--- config.mk ---
export PLATFORM = sky130hd
export DESIGN_NAME = headset_button_adaptive_classifier_core
export DESIGN_NICKNAME = d
export VERILOG_FILES = /design/src/rtl/core/hbac_pkg.sv /design/src/rtl/core/hbac_learn.sv /design/src/rtl/core/headset_button_adaptive_classifier_core.sv
export SDC_FILE = /design/constraint.sdc
export NUM_CORES = 1
export LEC_CHECK = 0
export BUFFER_PORTS_ARGS = -buffer_cell sky130_fd_sc_hd__buf_2
export CAP_MARGIN = 10
export CORE_MARGIN = 4
export CORE_UTILIZATION = 42
export DETAILED_ROUTE_END_ITERATION = 7
export PLACE_DENSITY = 0.56
export SLEW_MARGIN = 30
export SYNTH_ARGS = -nofsm -noshare
export SYNTH_HDL_FRONTEND = slang
export SYNTH_SLANG_ARGS = --single-unit
export TNS_END_PERCENT = 20
--- constraint.sdc ---
create_clock -name clk -period 14.6 [get_ports clk]
set_input_delay 0.73 -clock clk [delete_from_list [all_inputs] [get_ports clk]]
set_output_delay 0.73 -clock clk [all_outputs]
set_load 0.005 [all_outputs]
--- src/rtl/core/hbac_pkg.sv ---
package hbac_pkg;

  localparam int unsigned VOLT_BITS_DEF = 12;
  localparam int unsigned STEP_W        = 3;
  localparam int unsigned BUTTON_W      = 2;
  localparam int unsigned PHASE_W       = 2;
  localparam int unsigned CFG_ADDR_W    = 3;
  localparam int unsigned OUT_DATA_W    = 8;

  localparam int BASE_TOL      = 35;
  localparam int HOOK_MIN_RST  = 0;
  localparam int HOOK_MAX_RST  = 135;
  localparam int FWD_MIN_RST   = 136;
  localparam int FWD_MAX_RST   = 350;
  localparam int BACK_MIN_RST  = 351;
  localparam int BACK_MAX_RST  = 700;

  typedef logic [STEP_W-1:0]     step_t;
  typedef logic [PHASE_W-1:0]    phase_t;
  typedef logic [BUTTON_W-1:0]   button_t;
  typedef logic [CFG_ADDR_W-1:0] cfg_addr_t;

  localparam logic OP_PRESS = 1'b0;
  localparam logic OP_CLEAR = 1'b1;

  localparam step_t STEP_CHECK  = 3'd0;
  localparam step_t STEP_TOL    = 3'd1;
  localparam step_t STEP_REC    = 3'd2;
  localparam step_t STEP_ADJ    = 3'd3;
  localparam step_t STEP_REPORT = 3'd4;

  localparam phase_t PH_NONE = 2'd0;
  localparam phase_t PH_LOW  = 2'd1;
  localparam phase_t PH_BOTH = 2'd2;

  localparam button_t BTN_NONE = 2'd0;
  localparam button_t BTN_HOOK = 2'd1;
  localparam button_t BTN_FWD  = 2'd2;
  localparam button_t BTN_BACK = 2'd3;

  localparam cfg_addr_t REG_ENABLE      = 3'd0;
  localparam cfg_addr_t REG_HOOK_MIN    = 3'd1;
  localparam cfg_addr_t REG_HOOK_MAX    = 3'd2;
  localparam cfg_addr_t REG_FWD_MIN     = 3'd3;
  localparam cfg_addr_t REG_FWD_MAX_INI = 3'd4;
  localparam cfg_addr_t REG_BACK_MIN_INI = 3'd5;
  localparam cfg_addr_t REG_BACK_MAX    = 3'd6;

endpackage

--- src/rtl/core/hbac_learn.sv ---
module hbac_learn #(
  parameter int unsigned VOLT_BITS = hbac_pkg::VOLT_BITS_DEF,
  localparam int unsigned REC_W = VOLT_BITS + 1,
  localparam int unsigned TOL_W = VOLT_BITS + 2
) (
  input  logic                    op,
  input  hbac_pkg::step_t         step,
  input  logic [VOLT_BITS-1:0]    voltage,
  input  logic                    enable,
  input  logic [VOLT_BITS-1:0]    hook_min,
  input  logic [VOLT_BITS-1:0]    hook_max,
  input  logic [VOLT_BITS-1:0]    forward_min,
  input  logic [VOLT_BITS-1:0]    back_max,
  input  hbac_pkg::phase_t        phase,
  input  logic signed [REC_W-1:0] low_rec,
  input  logic signed [REC_W-1:0] high_rec,
  input  logic signed [TOL_W-1:0] low_tol,
  input  logic signed [TOL_W-1:0] high_tol,
  input  logic signed [TOL_W-1:0] gap,
  input  logic [VOLT_BITS-1:0]    fwd_max,
  input  logic [VOLT_BITS-1:0]    back_min,
  output hbac_pkg::phase_t        phase_nxt,
  output logic signed [REC_W-1:0] low_rec_nxt,
  output logic signed [REC_W-1:0] high_rec_nxt,
  output logic signed [TOL_W-1:0] low_tol_nxt,
  output logic signed [TOL_W-1:0] high_tol_nxt,
  output logic signed [TOL_W-1:0] gap_nxt,
  output logic [VOLT_BITS-1:0]    fwd_max_nxt,
  output logic [VOLT_BITS-1:0]    back_min_nxt,
  output logic                    has_result,
  output hbac_pkg::button_t       button
);

  localparam logic signed [TOL_W-1:0] BASE_TOL_V = TOL_W'(hbac_pkg::BASE_TOL);
  localparam logic signed [REC_W-1:0] EMPTY_REC  = {REC_W{1'b1}};

  logic signed [TOL_W-1:0] v_s, hook_max_s, lo_s, hi_s;
  logic signed [TOL_W-1:0] diff_lo, diff_hi, abs_lo, abs_hi;
  logic signed [TOL_W-1:0] lo1, hi1, rec_span, gap1, lt_a, lt_b, lt, ht, sum, mid;
  logic                    go, in_tol, do_record, rec_ok, upd_tol, do_adj;
  hbac_pkg::step_t         start;
  hbac_pkg::phase_t        ph1;
  logic [VOLT_BITS-1:0]    fmax1, bmin1, fmax_use, bmin_use;

  always_comb begin
    v_s        = $signed({2'b00, voltage});
    hook_max_s = $signed({2'b00, hook_max});
    lo_s       = TOL_W'(low_rec);
    hi_s       = TOL_W'(high_rec);

    go = (op == hbac_pkg::OP_PRESS) && enable && (voltage <= back_max)
         && (step <= hbac_pkg::STEP_REPORT);

    diff_lo = v_s - lo_s;
    diff_hi = v_s - hi_s;
    abs_lo  = (diff_lo < 0) ? -diff_lo : diff_lo;
    abs_hi  = (diff_hi < 0) ? -diff_hi : diff_hi;
    in_tol  = ((phase != hbac_pkg::PH_NONE) && (abs_lo < low_tol))
              || ((phase >= hbac_pkg::PH_BOTH) && (abs_hi < high_tol));

    if (step == hbac_pkg::STEP_CHECK) begin
      start = (phase == hbac_pkg::PH_NONE) ? hbac_pkg::STEP_REC : hbac_pkg::STEP_TOL;
    end else begin
      start = step;
    end
    do_record = go && ((start == hbac_pkg::STEP_REC)
                       || ((start == hbac_pkg::STEP_TOL) && !in_tol));
    rec_ok    = do_record && (voltage >= hook_max);

    lo1     = lo_s;
    hi1     = hi_s;
    ph1     = phase;
    upd_tol = 1'b0;
    if (rec_ok) begin
      case (phase)
        hbac_pkg::PH_NONE: begin
          lo1 = v_s;
          ph1 = hbac_pkg::PH_LOW;
        end
        hbac_pkg::PH_LOW: begin
          if (v_s > lo_s) begin
            hi1 = v_s;
          end else begin
            hi1 = lo_s;
            lo1 = v_s;
          end
          ph1     = hbac_pkg::PH_BOTH;
          upd_tol = 1'b1;
        end
        default: begin
          if (v_s < lo_s) begin
            lo1 = v_s;
          end else if (v_s > hi_s) begin
            hi1 = v_s;
          end
          upd_tol = 1'b1;
        end
      endcase
    end

    rec_span = hi1 - lo1;
    gap1 = (upd_tol && (rec_span > gap)) ? rec_span : gap;
    lt_a = gap1 >>> 1;
    lt_b = (lo1 - hook_max_s) >>> 1;
    lt   = (lt_b < lt_a) ? lt_b : lt_a;
    ht   = gap1 - lt;

    do_adj = go && ((start == hbac_pkg::STEP_ADJ)
                    || (do_record && (ph1 >= hbac_pkg::PH_BOTH)));
    sum    = lo1 + hi1;
    mid    = (sum < 0) ? '0 : (sum >>> 1);
    fmax1  = mid[VOLT_BITS-1:0];
    bmin1  = (&fmax1) ? fmax1 : fmax1 + 1'b1;

    fmax_use = do_adj ? fmax1 : fwd_max;
    bmin_use = do_adj ? bmin1 : back_min;

    if ((voltage >= hook_min) && (voltage <= hook_max)) begin
      button = hbac_pkg::BTN_HOOK;
    end else if ((voltage >= forward_min) && (voltage <= fmax_use)) begin
      button = hbac_pkg::BTN_FWD;
    end else if ((voltage >= bmin_use) && (voltage <= back_max)) begin
      button = hbac_pkg::BTN_BACK;
    end else begin
      button = hbac_pkg::BTN_NONE;
    end

    has_result   = go;
    fwd_max_nxt  = fmax_use;
    back_min_nxt = bmin_use;
    gap_nxt      = gap1;
    if (op == hbac_pkg::OP_CLEAR) begin
      phase_nxt    = hbac_pkg::PH_NONE;
      low_rec_nxt  = EMPTY_REC;
      high_rec_nxt = EMPTY_REC;
      low_tol_nxt  = BASE_TOL_V;
      high_tol_nxt = BASE_TOL_V;
    end else begin
      phase_nxt    = ph1;
      low_rec_nxt  = REC_W'(lo1);
      high_rec_nxt = REC_W'(hi1);
      low_tol_nxt  = upd_tol ? lt : low_tol;
      high_tol_nxt = upd_tol ? ht : high_tol;
    end
  end

endmodule

--- src/rtl/core/headset_button_adaptive_classifier_core.sv ---
// Headset button classifier with learned forward/back split. Takes one word per
// cycle unless the output stalls; each word passes an input register, one pass of
// compare-and-update logic that also writes the learned records, and an output
// register. Press words that are disabled, above back_max or carry a start step
// beyond report, and all clear words, give no output word. Configuration writes
// take effect on the next clock edge.
module headset_button_adaptive_classifier_core #(
  parameter int unsigned VOLT_BITS = hbac_pkg::VOLT_BITS_DEF,
  localparam int unsigned IN_DATA_W = ((hbac_pkg::STEP_W + VOLT_BITS + 7) / 8) * 8
) (
  input  logic                            clk,
  input  logic                            rst_n,
  input  logic                            in_tvalid,
  output logic                            in_tready,
  input  logic [IN_DATA_W-1:0]            in_tdata,   // entry_step, voltage
  input  logic                            in_tuser,   // op
  output logic                            out_tvalid,
  input  logic                            out_tready,
  output logic [hbac_pkg::OUT_DATA_W-1:0] out_tdata,  // button
  input  logic                            cfg_we,
  input  hbac_pkg::cfg_addr_t             cfg_addr,
  input  logic [VOLT_BITS-1:0]            cfg_wdata
);

  localparam int unsigned REC_W = VOLT_BITS + 1;
  localparam int unsigned TOL_W = VOLT_BITS + 2;
  localparam int unsigned SW    = hbac_pkg::STEP_W;

  logic                    s1_valid_r, s1_op_r, s1_adv;
  hbac_pkg::step_t         s1_step_r;
  logic [VOLT_BITS-1:0]    s1_volt_r;
  logic                    out_valid_r;
  hbac_pkg::button_t       out_button_r;

  logic                    enable_r;
  logic [VOLT_BITS-1:0]    hook_min_r, hook_max_r, forward_min_r, back_max_r;
  logic [VOLT_BITS-1:0]    fwd_max_r, back_min_r;
  hbac_pkg::phase_t        phase_r;
  logic signed [REC_W-1:0] low_rec_r, high_rec_r;
  logic signed [TOL_W-1:0] low_tol_r, high_tol_r, gap_r;

  hbac_pkg::phase_t        phase_nxt;
  logic signed [REC_W-1:0] low_rec_nxt, high_rec_nxt;
  logic signed [TOL_W-1:0] low_tol_nxt, high_tol_nxt, gap_nxt;
  logic [VOLT_BITS-1:0]    fwd_max_nxt, back_min_nxt;
  logic                    has_result;
  hbac_pkg::button_t       button;

  assign s1_adv     = s1_valid_r && (!out_valid_r || out_tready);
  assign in_tready  = !s1_valid_r || s1_adv;
  assign out_tvalid = out_valid_r;
  assign out_tdata  = hbac_pkg::OUT_DATA_W'(out_button_r);

  always_ff @(posedge clk) begin
    if (!rst_n) begin
      s1_valid_r <= 1'b0;
    end else if (in_tready) begin
      s1_valid_r <= in_tvalid;
    end
  end

  always_ff @(posedge clk) begin
    if (in_tready && in_tvalid) begin
      s1_op_r   <= in_tuser;
      s1_step_r <= in_tdata[SW-1:0];
      s1_volt_r <= in_tdata[SW+VOLT_BITS-1:SW];
    end
  end

  hbac_learn #(
    .VOLT_BITS (VOLT_BITS)
  ) u_learn (
    .op           (s1_op_r),
    .step         (s1_step_r),
    .voltage      (s1_volt_r),
    .enable       (enable_r),
    .hook_min     (hook_min_r),
    .hook_max     (hook_max_r),
    .forward_min  (forward_min_r),
    .back_max     (back_max_r),
    .phase        (phase_r),
    .low_rec      (low_rec_r),
    .high_rec     (high_rec_r),
    .low_tol      (low_tol_r),
    .high_tol     (high_tol_r),
    .gap          (gap_r),
    .fwd_max      (fwd_max_r),
    .back_min     (back_min_r),
    .phase_nxt    (phase_nxt),
    .low_rec_nxt  (low_rec_nxt),
    .high_rec_nxt (high_rec_nxt),
    .low_tol_nxt  (low_tol_nxt),
    .high_tol_nxt (high_tol_nxt),
    .gap_nxt      (gap_nxt),
    .fwd_max_nxt  (fwd_max_nxt),
    .back_min_nxt (back_min_nxt),
    .has_result   (has_result),
    .button       (button)
  );

  always_ff @(posedge clk) begin
    if (!rst_n) begin
      out_valid_r <= 1'b0;
    end else if (s1_adv) begin
      out_valid_r <= has_result;
    end else if (out_tready) begin
      out_valid_r <= 1'b0;
    end
  end

  always_ff @(posedge clk) begin
    if (s1_adv && has_result) begin
      out_button_r <= button;
    end
  end

  always_ff @(posedge clk) begin
    if (!rst_n) begin
      enable_r      <= 1'b0;
      hook_min_r    <= VOLT_BITS'(hbac_pkg::HOOK_MIN_RST);
      hook_max_r    <= VOLT_BITS'(hbac_pkg::HOOK_MAX_RST);
      forward_min_r <= VOLT_BITS'(hbac_pkg::FWD_MIN_RST);
      back_max_r    <= VOLT_BITS'(hbac_pkg::BACK_MAX_RST);
      fwd_max_r     <= VOLT_BITS'(hbac_pkg::FWD_MAX_RST);
      back_min_r    <= VOLT_BITS'(hbac_pkg::BACK_MIN_RST);
      phase_r       <= hbac_pkg::PH_NONE;
      low_rec_r     <= {REC_W{1'b1}};
      high_rec_r    <= {REC_W{1'b1}};
      low_tol_r     <= TOL_W'(hbac_pkg::BASE_TOL);
      high_tol_r    <= TOL_W'(hbac_pkg::BASE_TOL);
      gap_r         <= TOL_W'(hbac_pkg::BASE_TOL);
    end else begin
      if (s1_adv) begin
        phase_r    <= phase_nxt;
        low_rec_r  <= low_rec_nxt;
        high_rec_r <= high_rec_nxt;
        low_tol_r  <= low_tol_nxt;
        high_tol_r <= high_tol_nxt;
        gap_r      <= gap_nxt;
        fwd_max_r  <= fwd_max_nxt;
        back_min_r <= back_min_nxt;
      end
      if (cfg_we) begin
        unique case (cfg_addr)
          hbac_pkg::REG_ENABLE:       enable_r      <= cfg_wdata[0];
          hbac_pkg::REG_HOOK_MIN:     hook_min_r    <= cfg_wdata;
          hbac_pkg::REG_HOOK_MAX:     hook_max_r    <= cfg_wdata;
          hbac_pkg::REG_FWD_MIN:      forward_min_r <= cfg_wdata;
          hbac_pkg::REG_FWD_MAX_INI:  fwd_max_r     <= cfg_wdata;
          hbac_pkg::REG_BACK_MIN_INI: back_min_r    <= cfg_wdata;
          hbac_pkg::REG_BACK_MAX:     back_max_r    <= cfg_wdata;
          default: ;
        endcase
      end
    end
  end

  a_low_known: assert property (@(posedge clk) disable iff (!rst_n)
    (phase_r != hbac_pkg::PH_NONE) |-> !low_rec_r[REC_W-1])
    else $error("low record empty while phase says known");

  a_rec_order: assert property (@(posedge clk) disable iff (!rst_n)
    (phase_r == hbac_pkg::PH_BOTH) |-> (high_rec_r >= low_rec_r))
    else $error("high record below low record");

  a_clear: assert property (@(posedge clk) disable iff (!rst_n)
    (s1_adv && (s1_op_r == hbac_pkg::OP_CLEAR)) |=> (phase_r == hbac_pkg::PH_NONE))
    else $error("clear word did not reset learn phase");

  a_out_src: assert property (@(posedge clk) disable iff (!rst_n)
    $rose(out_valid_r) |-> $past(s1_adv))
    else $error("output word appeared without a word leaving the input register");

endmodule

# After elaboration in Yosys (flattened, before gate mapping)
# Index checks and enable logic that the tools add are counted.
[op_classes]
addsub = 9
mul = 0
n_div = 0
magnitude_cmp = 20
n_eq_ne = 10
shift = 0
muxes = 40
bitwise_logic = 1
n_reduce_logical = 38
[ops]
columns = ["op", "count"]
rows = [
  ["two-way mux 14 bit", 15],
  ["two-way mux 12 bit", 10],
  ["case mux 14 bit (2 select lines)", 2],
  [">= comparator 12 bit", 4],
  ["less-than comparator 14 x 1 -> 1 bit, second input constant", 3],
  ["<= comparator 12 bit", 3],
  ["less-than comparator 14 bit", 2],
  ["negator 14 bit", 2],
  ["subtractor 13 x 13 -> 14 bit", 2],
  ["subtractor 14 bit", 2],
  ["> comparator 13 bit", 2],
  ["less-than comparator 13 bit", 2],
  ["two-way mux 13 bit", 2],
  ["logical AND 1 bit", 17],
  ["adder 14 bit", 1],
  ["> comparator 14 bit", 1],
  ["subtractor 14 x 13 -> 14 bit", 1],
  ["adder 12 x 1 -> 12 bit, second input constant", 1],
  ["equality test 3 x 2 -> 1 bit, second input constant", 4],
  ["AND reduction 12 bit", 1],
  ["AND reduction 2 bit", 6],
  ["two-way mux 2 bit", 5],
  ["equality test 3 bit, second input constant", 3],
  ["equality test 3 x 1 -> 1 bit, second input constant", 2],
  ["other kinds (12)", 25],
]
[totals]
register_bits = 163
latch_bits = 0
ram_bits = 0
rom_bits = 0
in_bits = 37
output_inout_bits = 10
mem_count = 0

# Depth between registers and ports, before layout
[depth]
word_depth = 22
depth_mapped = 75
ltp_nobuf = 71

# Cells and area by module
# From an unflattened synthesis, not the netlist that was laid out.
[hier_totals]
cells_unflattened = 2167
hier_area_um2 = 15982.8
[modules_own_cells]
columns = ["mod", "instances", "cells_each", "area_each_um2", "seq_area_each_um2"]
rows = [
  ["hbac_learn", 1, 1466, 9930.8, 0.0],
  ["headset_button_adaptive_classifier_core", 1, 701, 6052.1, 3443.3],
]

# Least setup slack after synthesis
# OpenSTA, ideal clock, no wires.
[synth_timing]
kind = "reg-to-reg"
from = "register s1_volt_r[0]"
to = "register high_tol_r[13]"
arrival_ns = 13.405
t_required_ns = 14.473
setup_slack_ns = 1.068
path_stages_with_launch = 64
cell_sequence = "edfxtp_1 > inv_1 > ha_1 > inv_1 > fa_1 > a21o_1 > a21oi_1 > o21bai_1 > a21oi_1 > o21bai_1 > a21oi_1 > xnor2_1 > or2_2 > nor3_1 > or4b_2 > a21oi_1 > xnor2_1 > ha_1 > (+28 left out) > a21oi_1 > inv_1 > ha_1 > o311ai_2 > a2111oi_4 > a21oi_2 > o21ai_2 > clkbuf_1 > mux2i_1 > inv_1 > ha_1 > a21oi_1 > maj3_2 > o32ai_2 > o41ai_2 > o41ai_2 > xnor2_1 > o21ai_1"
[synth_via]
elab_chain_cells = 21
elab_cells_between_ends = 47
[synth_rtl]
columns = ["item", "line", "source"]
rows = [
  ["from (decl)", "headset_button_adaptive_classifier_core.sv:31", "logic [VOLT_BITS-1:0] s1_volt_r;"],
  ["from (signal assigned)", "headset_button_adaptive_classifier_core.sv:66", "s1_volt_r <= in_tdata[SW+VOLT_BITS-1:SW];"],
  ["subtractor 13 x 13 -> 14 bit, on equally long branches", "hbac_learn.sv:54, hbac_learn.sv:55", ""],
  ["negator 14 bit (tied with other cells)", "hbac_learn.sv:56", "abs_lo = (diff_lo < 0) ? -diff_lo : diff_lo;"],
  ["two-way mux 14 bit, on equally long branches", "hbac_learn.sv:56, hbac_learn.sv:57", ""],
  ["less-than comparator 14 bit, on equally long branches", "hbac_learn.sv:58, hbac_learn.sv:59", ""],
  ["logical AND 1 bit, on equally long branches", "hbac_learn.sv:58, hbac_learn.sv:59", ""],
  ["logical OR 1 bit", "hbac_learn.sv:59", "|| ((phase >= hbac_pkg::PH_BOTH) && (abs_hi < high_tol));"],
  ["zero test 1 bit", "hbac_learn.sv:67", "|| ((start == hbac_pkg::STEP_TOL) && !in_tol));"],
  ["logical AND 1 bit", "hbac_learn.sv:67", ""],
  ["(+5 left out)", "-", ""],
  ["> comparator 14 bit", "hbac_learn.sv:102", "gap1 = (upd_tol && (rec_span > gap)) ? rec_span : gap;"],
  ["logical AND 1 bit", "hbac_learn.sv:102", ""],
  ["two-way mux 14 bit", "hbac_learn.sv:102", ""],
  ["less-than comparator 13 bit", "hbac_learn.sv:105", "lt = (lt_b < lt_a) ? lt_b : lt_a;"],
  ["two-way mux 14 bit", "hbac_learn.sv:105", ""],
  ["subtractor 14 bit", "hbac_learn.sv:106", "ht = gap1 - lt;"],
  ["two-way mux 14 bit", "hbac_learn.sv:143", "high_tol_nxt = upd_tol ? ht : high_tol;"],
  ["two-way mux 14 bit", "hbac_learn.sv:132", "if (op == hbac_pkg::OP_CLEAR) begin"],
  ["to (signal assigned)", "headset_button_adaptive_classifier_core.sv:130", "high_tol_r <= TOL_W'(hbac_pkg::BASE_TOL);"],
  ["to (signal assigned)", "headset_button_adaptive_classifier_core.sv:138", "high_tol_r <= high_tol_nxt;"],
  ["to (decl)", "headset_button_adaptive_classifier_core.sv:40", "logic signed [TOL_W-1:0] low_tol_r, high_tol_r, gap_r;"],
]
# Parallel ways exist; a longest one is shown, timed or not. The select of a mux whose other input is x is not followed.
# A chain may end at the register's enable or synchronous reset.

# Worst setup path in the final report
[layout_timing]
from = "register s1_volt_r[0]"
to = "register high_tol_r[10]"
[layout_via]
elab_chain_cells = 21
elab_cells_between_ends = 47
[layout_rtl]
columns = ["item", "line", "source"]
rows = [
  ["subtractor 13 x 13 -> 14 bit, on equally long branches", "hbac_learn.sv:54, hbac_learn.sv:55", ""],
  ["negator 14 bit (tied with other cells)", "hbac_learn.sv:56", ""],
  ["two-way mux 14 bit, on equally long branches", "hbac_learn.sv:56, hbac_learn.sv:57", ""],
  ["less-than comparator 14 bit, on equally long branches", "hbac_learn.sv:58, hbac_learn.sv:59", ""],
  ["logical AND 1 bit, on equally long branches", "hbac_learn.sv:58, hbac_learn.sv:59", ""],
  ["logical OR 1 bit", "hbac_learn.sv:59", ""],
  ["zero test 1 bit", "hbac_learn.sv:67", ""],
  ["logical AND 1 bit", "hbac_learn.sv:67", ""],
  ["(+6 left out)", "-", ""],
  ["logical AND 1 bit", "hbac_learn.sv:102", ""],
  ["two-way mux 14 bit (*)", "hbac_learn.sv:102", ""],
  ["via gap_nxt[11]", "headset_button_adaptive_classifier_core.sv:44", "logic signed [TOL_W-1:0] low_tol_nxt, high_tol_nxt, gap_nxt;"],
  ["less-than comparator 13 bit", "hbac_learn.sv:105", ""],
  ["two-way mux 14 bit (*)", "hbac_learn.sv:105", ""],
  ["subtractor 14 bit (*)", "hbac_learn.sv:106", ""],
  ["two-way mux 14 bit (*)", "hbac_learn.sv:143", ""],
  ["two-way mux 14 bit (*)", "hbac_learn.sv:132", ""],
]
# Mark *: on every way through the listed nets, which the timed path passes. The rest lies on a longest branch. The select of a mux whose other input is x is not followed.

==> metrics.md <==
| Metric | Value |
|---|---|
| Drt pass-1 iters | `5` |
| Die area | `38100 µm²` |
| RSZ-0062 raised after global routing | `false` |
| Post-layout min period | `13.78 ns` |
| Netlist cell types | `94` |
| Count of final setup violators | `0` |
| Post-synth top area cell | `dfxtp_1` |
| Clk_lat worst skew | `0.45 ns` |
| Share of the synthesized area in the top cell type | `0.196` |
| Dominant synthesized flop cell | `dfxtp_1` |
| Initial antenna violation count | `0` |
| Top post-synthesis cells by count | `nand2_1, ha_1, inv_1` |
| Kind of critical path | `register to register` |
| Sink Count | `162` |
| Design area | `16400 µm²` |
| Slew Viols, Final | `0` |
| Clock Path Buffers | `2` |
| Mapped Area | `14700 µm²` |
| Crit. End Element | `register` |
| Post-synthesis sequential area ratio | `0.232` |
| Hold path endpoint | `s1_volt_r[8]$_DFFE_PP_` |
| DRC | `0` |
| Total power | `1.15 mW` |
| Clock root buffer | `clkbuf_16` |
| Pre-CTS setup slack | `0.267 ns` |
| Setup slack, reg-to-reg | `0.82 ns` |
| Slowest CP cell | `or4b_2` |
| Number of synthesized register bits | `162` |
| Post-Layout Cell Count | `2396` |
| Slack of the critical path | `0.824 ns` |
| Die height | `195 µm` |
| Hold Violations, Final | `0` |
| Lkg Pwr | `7.01 nW` |
| Fin util | `0.474` |
| Worst path max stage delay | `0.62 ns` |
| Synth Instances | `1883` |
| Placed Instance Area | `15600 µm²` |
| GRT Total Usage | `0.244` |
| Worst setup SP type | `register` |
| Boundary pin count | `47` |
| FP Rows | `68` |
| N_diodes | `0` |
| GR Overflow Total | `0` |
| Hold path startpoint | `in_tdata[11]` |
| Final Cycle Share | `0.944` |
| Detailed Route Iter0 Violations | `965` |
| NumNets Final | `2167` |
| Synthesized area per cell | `7.83 µm²` |
| F_max | `72.6 MHz` |
| Fin Hold WS | `0.460 ns` |
| Share of flip-flops with an asynchronous set or reset | `0` |
| R2r endpoint | `high_tol_r[10]$_SDFFE_PN0P_` |
| WP data arrival | `14.17 ns` |
| Initial Util | `0.427` |
| RR Startpoint | `s1_volt_r[0]$_DFFE_PP_` |
| Largest net degree at the start of global routing | `94` |
| Fill cell count | `3507` |
| Final Wtd Congestion | `0.949` |
| Worst Reg-to-Reg Cells | `61` |
| Crit-path most repeated cell | `ha_1` |
| DRT antenna net count | `0` |
| Number of max-cap violations | `0` |
| Slew headroom | `0.338` |
| Core Area | `34500 µm²` |
| DP HPWL | `36300 µm` |
| Pwr dens | `70.1 nW/µm²` |
| Cts bufs inserted | `17` |
| Layout area overhead | `11.2%` |
| Share of post-route cells with drive strength above 1 | `0.101` |
| Worst Hold Class | `input pin to register` |
| Via Count | `13600` |
| Max VDD drop | `0.0000741 V` |
| CTS tree | `built` |
| Average routed wire per standard cell | `19.8 µm` |
| Vias/cell | `5.68` |
| Setup_tns | `0 ns` |
| Critical Path RT | `14.99 ns` |
| Placed insts | `2361` |
| Slew @ Worst Pin | `0.989 ns` |
| Crit path max fanout | `25` |
| Horiz. Die Dim | `195 µm` |
| Clock skew | `0.0168 ns` |
| Cts hold-fix bufs | `0` |
| Post-synth EDFFs | `18` |
| Most common cell in the synthesized netlist | `nand2_1` |
| H-tree Lvls | `4` |
| Routed WL | `47400 µm` |
| PortBufs | `39` |
| Global-route wire length before repair | `73300 µm` |
| Vias in the first global route | `12717` |
| Outcome | `completed` |
| Top post-synthesis cells by area | `dfxtp_1, ha_1, nand2_1` |
| CTS clk-pin slew, worst paths | `0.07 ns` |
| YS warnings | `0` |
| WHS Path Cells | `1` |
==> what timing repair did <==
action / CTS / global route
setup buffers: 0 / 2
endpoints found under the setup margin: 0 / 15
gates resized for setup: 0 / 36
==> layout by cell type (no fill, tap or decap), types with 33 or more instances in the layout <==
cell type and instances:
a21boi_0 44, ha_1 196, buf_2 38, o22ai_1 45, nor2b_1 44, inv_1 182
o21ai_0 82, mux2i_1 34, nor2_1 103, a21o_1 39, nand2b_1 33, nand2_1 237
xnor2_1 66, buf_4 54, dfxtp_1 144, a21oi_1 113
==> worst max-delay path: cells and delay by family, from the launching register on <==
family | cells | cell delay, ns
buffers and inverters | 6 | 0.86
adder cells (fa/ha/maj) | 8 | 2.54
AO/OA/AOI/OAI | 27 | 5.84
flip-flops | 1 | 0.47
AND/OR/NAND/NOR | 16 | 3.46
XOR/XNOR | 3 | 0.40
multiplexers | 1 | 0.13
==> flip-flops by register name, indices dropped and copies added, names as in the netlist, 3 cells and up <==
| signal | cells |
|---|---|
| back_max_r | 12 |
| back_min_r | 12 |
| forward_min_r | 12 |
| fwd_max_r | 12 |
| gap_r | 14 |
| high_rec_r | 13 |
| high_tol_r | 14 |
| hook_max_r | 12 |
| hook_min_r | 12 |
| low_rec_r | 13 |
| low_tol_r | 13 |
| s1_step_r | 3 |
| s1_volt_r | 12 |
==> report_power, final <==
part	switching, mW	internal, mW
Clock	0.223	0.226
Sequential	0.00852	0.463
Combinational	0.142	0.0865
Total	0.373	0.775
==> metal layers <==
layer  vias to the layer above  share of wire  track usage
met1                      6440           0.49        0.354
met3                        54          0.046       0.0273
met5                         -              0            0
li1                       6735              -            -
met4                         0          0.018       0.0574
met2                       371           0.45        0.390
==> how the worst max path moves through the flow <==
| stage | end | startpoint | slack, ns | cells after the start |
|---|---|---|---|---|
| global placement | high_tol_r[11]$_SDFFE_PN0P_ | s1_volt_r[0]$_DFFE_PP_ | 0.61 | 60 |
| detailed placement | high_tol_r[10]$_SDFFE_PN0P_ | s1_volt_r[0]$_DFFE_PP_ | 0.27 | 60 |
| global route | high_tol_r[13]$_SDFFE_PN0P_ | s1_volt_r[0]$_DFFE_PP_ | 0.03 | 64 |
| CTS | high_tol_r[10]$_SDFFE_PN0P_ | s1_volt_r[0]$_DFFE_PP_ | 0.20 | 60 |
| floorplan | high_tol_r[13]$_SDFFE_PN0P_ | s1_volt_r[0]$_DFFE_PP_ | 1.07 | 63 |
| finish | high_tol_r[10]$_SDFFE_PN0P_ | s1_volt_r[0]$_DFFE_PP_ | 0.82 | 61 |
==> kinds of logic after synthesis <==
kind of cell,Yosys count,share of synthesized area
simple gates,587,0.190
other cells,1,0.000254
mux,42,0.0315
compound gates,535,0.245
flops,162,0.232
buf+inv,257,0.0671
fa+ha+maj,204,0.176
xor+xnor,95,0.0574
==> cell type report <==
class	count	area, µm²	share of cell area
clock buffer	17	425	0.0260
clock inverter	15	139	0.00847
inverter	182	683	0.0417
multi-input combinational	1471	10500	0.642
sequential	162	3420	0.209
tap	455	569	0.0347
timing repair buffer	94	631	0.0385
Note: power is estimated with default switching activity, not from simulation.
